**config.mk**
```make
export PLATFORM = sky130hd
export DESIGN_NAME = plid_cell
export DESIGN_NICKNAME = d
export VERILOG_FILES = /design/src/rtl/plid_pkg.sv /design/src/rtl/plid_cell.sv
export SDC_FILE = /design/constraint.sdc
export NUM_CORES = 1
export LEC_CHECK = 0
export BUFFER_PORTS_ARGS = -buffer_cell sky130_fd_sc_hd__buf_2
export CAP_MARGIN = 20
export CORE_MARGIN = 2
export CORE_UTILIZATION = 39
export CTS_CLUSTER_DIAMETER = 40
export DETAILED_ROUTE_END_ITERATION = 10
export GPL_TIMING_DRIVEN = 1
export HOLD_SLACK_MARGIN = 0.02
export PLACE_DENSITY = 0.85
export SLEW_MARGIN = 15
export SYNTH_ARGS = -nofsm -noshare
export SYNTH_HDL_FRONTEND = slang
export SYNTH_SLANG_ARGS = --single-unit
```
**constraint.sdc**
```tcl
create_clock -name clock -period 4.5 [get_ports clock]
set_clock_uncertainty 0.2 [all_clocks]
set_input_delay 0.45 -clock clock [delete_from_list [all_inputs] [get_ports clock]]
set_output_delay 0.45 -clock clock [all_outputs]
set_load 0.01 [all_outputs]
```
**src/rtl/plid_pkg.sv**
```systemverilog
// Package for the positional list block: operation and status codes, the
// command broadcast to the cell row, and default sizing. No dependencies.
`default_nettype none

package plid_pkg;

   localparam int DEFAULT_DEPTH = 128;

   typedef enum logic [1:0] {
      OP_CLEAR  = 2'd0,
      OP_INSERT = 2'd1,
      OP_DELETE = 2'd2,
      OP_READ   = 2'd3
   } op_type;

   typedef enum logic [1:0] {
      ST_OK     = 2'd0,
      ST_FULL   = 2'd1,
      ST_EMPTY  = 2'd2,
      ST_BADPOS = 2'd3
   } status_type;

   // Command seen by every cell in the same cycle.
   typedef struct packed {
      logic               ins_en;  // successful insert this cycle
      logic               del_en;  // successful delete this cycle
      logic [7:0]         pos0;    // zero-based target position
      logic signed [31:0] value;   // value to load on insert
   } cell_cmd_type;

endpackage

`default_nettype wire

```
**src/rtl/plid_cell.sv**
```systemverilog
// One list slot: holds, loads the insert value, takes its lower neighbor
// (insert shift) or its upper neighbor (delete shift). Uses plid_pkg.
`default_nettype none

module plid_cell #(
   parameter int INDEX = 0
) (
   input  wire logic                  clock,
   input  wire plid_pkg::cell_cmd_type cmd,
   input  wire logic signed [31:0]    left_data,
   input  wire logic signed [31:0]    right_data,
   output logic signed [31:0]         data
);
   import plid_pkg::*;

   localparam logic [7:0] IDX = 8'(INDEX);

   logic signed [31:0] data_ff;
   logic signed [31:0] data_in;

   always_comb begin
      data_in = data_ff;
      if (cmd.ins_en) begin
         if (IDX == cmd.pos0) begin
            data_in = cmd.value;
         end else if (IDX > cmd.pos0) begin
            data_in = left_data;
         end
      end else if (cmd.del_en && (IDX >= cmd.pos0)) begin
         data_in = right_data;
      end
   end

   always_ff @(posedge clock) begin
      data_ff <= data_in;
   end

   assign data = data_ff;

endmodule

`default_nettype wire

```
### Yosys cells after proc, flatten, opt, wreduce, memory -nomap -nowiden

Cells that the tools add are included.
W data, S select, Z words.

| cells by class | value |
|---|---|
| $lt $le $gt $ge | 2 |
| eq/ne operators | 1 |
| muxes and demuxes | 4 |
| reduce and logical (&&, ||, !) cells | 4 |

Operators with widths:

| cell | number |
|---|---|
| $mux W32 | 4 |
| $ge A1 B8 Y1 const A | 1 |
| $gt A1 B8 Y1 const A | 1 |
| $logic_not A8 Y1 | 1 |
| $ne A3 B1 Y1 const B | 1 |
| $reduce_and A2 Y1 | 1 |
| $reduce_bool A2 Y1 | 1 |
| $logic_and A1 B1 Y1 | 1 |

| word-level totals | value |
|---|---|
| register bits after elaboration | 32 |
| input bits | 107 |
| output and inout port bits | 32 |
| logic and storage cells | 12 |

### Logic depth before layout (Yosys ltp)

| depth | value |
|---|---|
| depth in word-level cells | 4 |
| gate-level depth with buffers | 4 |
| depth with buffers taken out | 3 |

### Worst setup path after synthesis

No wires, ideal clock.

| path | value |
|---|---|
| path type | input -> register |
| start | input cmd[37] (netlist bit) |
| end | register data_ff[0] (netlist: data[0]) (enable) |
| library setup time | 461 ps |
| arrival time | 3,445 ps |
| data required time | 3,839 ps |
| setup slack | 394 ps |
| stages on the path | 3 |
| path buffers | 1 |
| cell sequence | or4_4 -> clkbuf_2 -> nor3_1 |

| between the ends | value |
|---|---|
| longest elaborated chain between the ends | 4 |
| elaborated cells on any way between the ends | 7 |
| classes of those cells | order compare (2); eq/ne (1); reduce/logical (4) |

Ends and longest elaborated chain:

| item | RTL line | text |
|---|---|---|
| start, declared | plid_cell.sv:9 | `input wire plid_pkg::cell_cmd_type cmd,` |
| $ge A1 B8 Y1 | plid_cell.sv:29 | `end else if (cmd.del_en && (IDX >= cmd.pos0)) begin` |
| $logic_and A1 B1 Y1 | plid_cell.sv:29 |  |
| $reduce_bool A2 Y1 (no source line) | -- |  |
| $reduce_and A2 Y1 (no source line) * | -- |  |
| end signal, assigned | plid_cell.sv:35 | `data_ff <= data_in;` |
| end, declared | plid_cell.sv:18 | `logic signed [31:0] data_ff;` |

Every way passes the cells marked *; elsewhere a longest branch is shown, timed or not.
A chain may end at the register's enable or synchronous reset.

### Final worst setup path

| path | value |
|---|---|
| start | input cmd[41] (netlist bit) |
| end | register data_ff[9] (netlist: data[9]) (enable) |

| between the ends | value |
|---|---|
| longest elaborated chain between the ends | 2 |
| elaborated cells on any way between the ends | 3 |
| classes of those cells | eq/ne (1); reduce/logical (2) |

Ends and longest elaborated chain:

| item |
|---|
| $ne A3 B1 Y1 (no source line) / $reduce_bool A2 Y1 (equally long branches) |
| $reduce_and A2 Y1 (no source line) * |

Marked as above.

==> impl_metrics.toml <==
[run_status]
status = "finished clean"

[synthesis]
synthAdderAreaFrac_pct = 0
synthSimpleGateAreaFrac_pct = 19.1
async_flop_share_pct = 0
yosys.area_share.xor_xnor_pct = 0
netlist.top_cell.by_area = "edfxtp_1"
yosysMostFrequentCell = "nor2_1"
ys_top_cells_by_area = "edfxtp_1, a31oi_1, nand3_1"
synth_top_family_by_area = "compound AO/OA/AOI/OAI gates"
postSynthAreaPerCell_um2 = 9.53
synth_common_cells = "nor2_1, a31oi_1, edfxtp_1, nand3_1, o21ai_1"
syn_inst = 185
netlist_area_um2 = 1760
synth.net_count = 292
synth_edf_count = 32
synth-compound-area-share_pct = 20.4
ys_ff_latch = 32
yosys_most_used_dff = "edfxtp_1"
synth.distinct_cells = 13
synthMuxAreaShare_pct = 0
yosys.area.top_type_share_pct = 54.5
ys_warn_count = 0
ys_seq_area_share_pct = 54.5

[worst_setup_path]
crit_type = "in -> reg"
critical_path.endpoint = "data[9]$_DFFE_PP_"
crit_arrival_ns = 1.83
critPathCaptureType = "register"
cp.required_ns = 4.26
cp-startpoint = "cmd[41]"
cp_max_fo = 65
critPathLaunchType = "input pin"

[global_route]
grt_max_degree = 66
grt_pass1_wl_um = 8450
antenna_found_initial = 0
gr-total-overflow = 0
grt_util_all_layers_pct = 21.0
grt_pass1_vias = 1826

[job]
drv_cap = 0

[timing]
fin_tns_setup_ns = 0
worstMarginPinSlew_ns = 1.03
finalHoldViolations = 0
fmaxAchievable_ghz = 0.483
slew_viol_final = 0
period_needed_ns = 2.07
rsz0062_at_grt = "false"
fin_crit_sh_pct = 46.0
setup-violations-final = 0
slew-limit-headroom_pct = 31.5

[floorplanning]
die_h_um = 71.2
coreArea_um2 = 4350
die_area_um2 = 5070
die_x_um = 71.2
ios = 139
start_util_pct = 40.5
num_rows = 24

[final_layout]
diodes = 0
largest_reg_flops = 32
fin_util_pct = 58.4
drive_gt1_share_pct = 48.3
nets = 422
synthToLayoutAreaGrowth_pct = 44.2

[pwr]
leakage_uw = 0.00105
pwr_density_cell_nw_per_um2 = 247
vdd_drop_max_mv = 0.131

[clocking]
post-cts-setup-buffers = 0
clkSinkCount = 32
hold_buffers = 0
clockRootBuffer = "clkbuf_8"
path_clk_slew_ns = 0.07
cts_max_level = 2
clockBufferDepth = 2
cts_buffers = 5
cts_tree = "built"
cts_resized = 0

[worst_hold_path]
holdCritPathClass = "in -> reg"

[drt]
finalWirelength_um = 5390
dr.pass1.iters = 5
vias_per_cell = 5.32
drc = 0
ant_nets = 0
vias = 1951
drt_iter0_drc = 191
wl_per_cell_um = 14.7

[placed_design]
gp_congestion = 0.815
io_buffers = 138
-- layer usage --
layer,wire length [µm],share of wire (%),vias up,track usage [%]
li1,-,-,965,-
met2,2950,55,101,38.7
met1,1980,37,883,24.8
met5,0,0,-,0
met4,34,0.63,0,5.87
met3,422,7.8,2,4.22
-- worst min-delay path by stage --
stage,to,start,cells after the start
after floorplan,data[10]$_DFFE_PP_,right_data[10],2
after global placement,data[13]$_DFFE_PP_,right_data[13],3
after detailed placement,data[20]$_DFFE_PP_,right_data[20],3
after CTS,data[20]$_DFFE_PP_,right_data[20],3
after global routing,data[23]$_DFFE_PP_,right_data[23],3
final,data[4]$_DFFE_PP_,right_data[4],3
-- layout by cell type (no fill, tap or decap) --
| cell | Yosys | routed |
|---|---|---|
| edfxtp_1 | 32 | 32 |
| or4_4 | 2 | 2 |
| o21ai_1 | 29 | 29 |
| o21ai_0 | 3 | 3 |
| clkbuf_8 | 0 | 5 |
| buf_2 | 8 | 138 |
| nor4_4 | 0 | 2 |
| nand3_1 | 32 | 32 |
| a31oi_1 | 32 | 32 |
| clkinv_1 | 0 | 2 |
| buf_4 | 0 | 4 |
| nor2_1 | 33 | 33 |
| nor3_2 | 0 | 1 |
-- report_power, final --
part / leakage [µW] / switching [µW] / internal [µW] / total [µW]
logic: 0.000718 / 48.8 / 50.6 / 99.3
clock network: 0.0000391 / 94.8 / 102 / 197
registers: 0.000298 / 0.231 / 331 / 332
-- worst max-delay path, stage by stage --
cell and delay, ns:
buf_2 0.76, nor2_1 0.14, nor3_2 0.17, buf_4 0.27
-- cell families after synthesis --
family,count (synthesis)
buf+inv,19
compound gates,64
simple gates,70
flops,32
-- through the flow --
stage | cells | setup WS, ns | total power, µW | cell area (µm²) | hold WS [ns]
floorplan | 185 | 0.394 | 381 | 1760 | 0.499
global route | 367 | 2.30 | 658 | 2540 | 0.323
global placement | 360 | 2.17 | 434 | 2470 | 0.607
detailed placement | 360 | 2.14 | 436 | 2470 | 0.606
CTS | 367 | 2.43 | 630 | 2540 | 0.319
finish | 367 | 2.43 | 627 | 2540 | 0.322
-- layout make-up --
cell class                 instances  area, µm²
fill                             381       1810
sequential                        32        961
timing repair buffer             142        721
multi-input combinational        134        719
clock buffer                       5       68.8
tap                               52       65.1
clock inverter                     2       7.51
(Power assumes the default switching activity.)
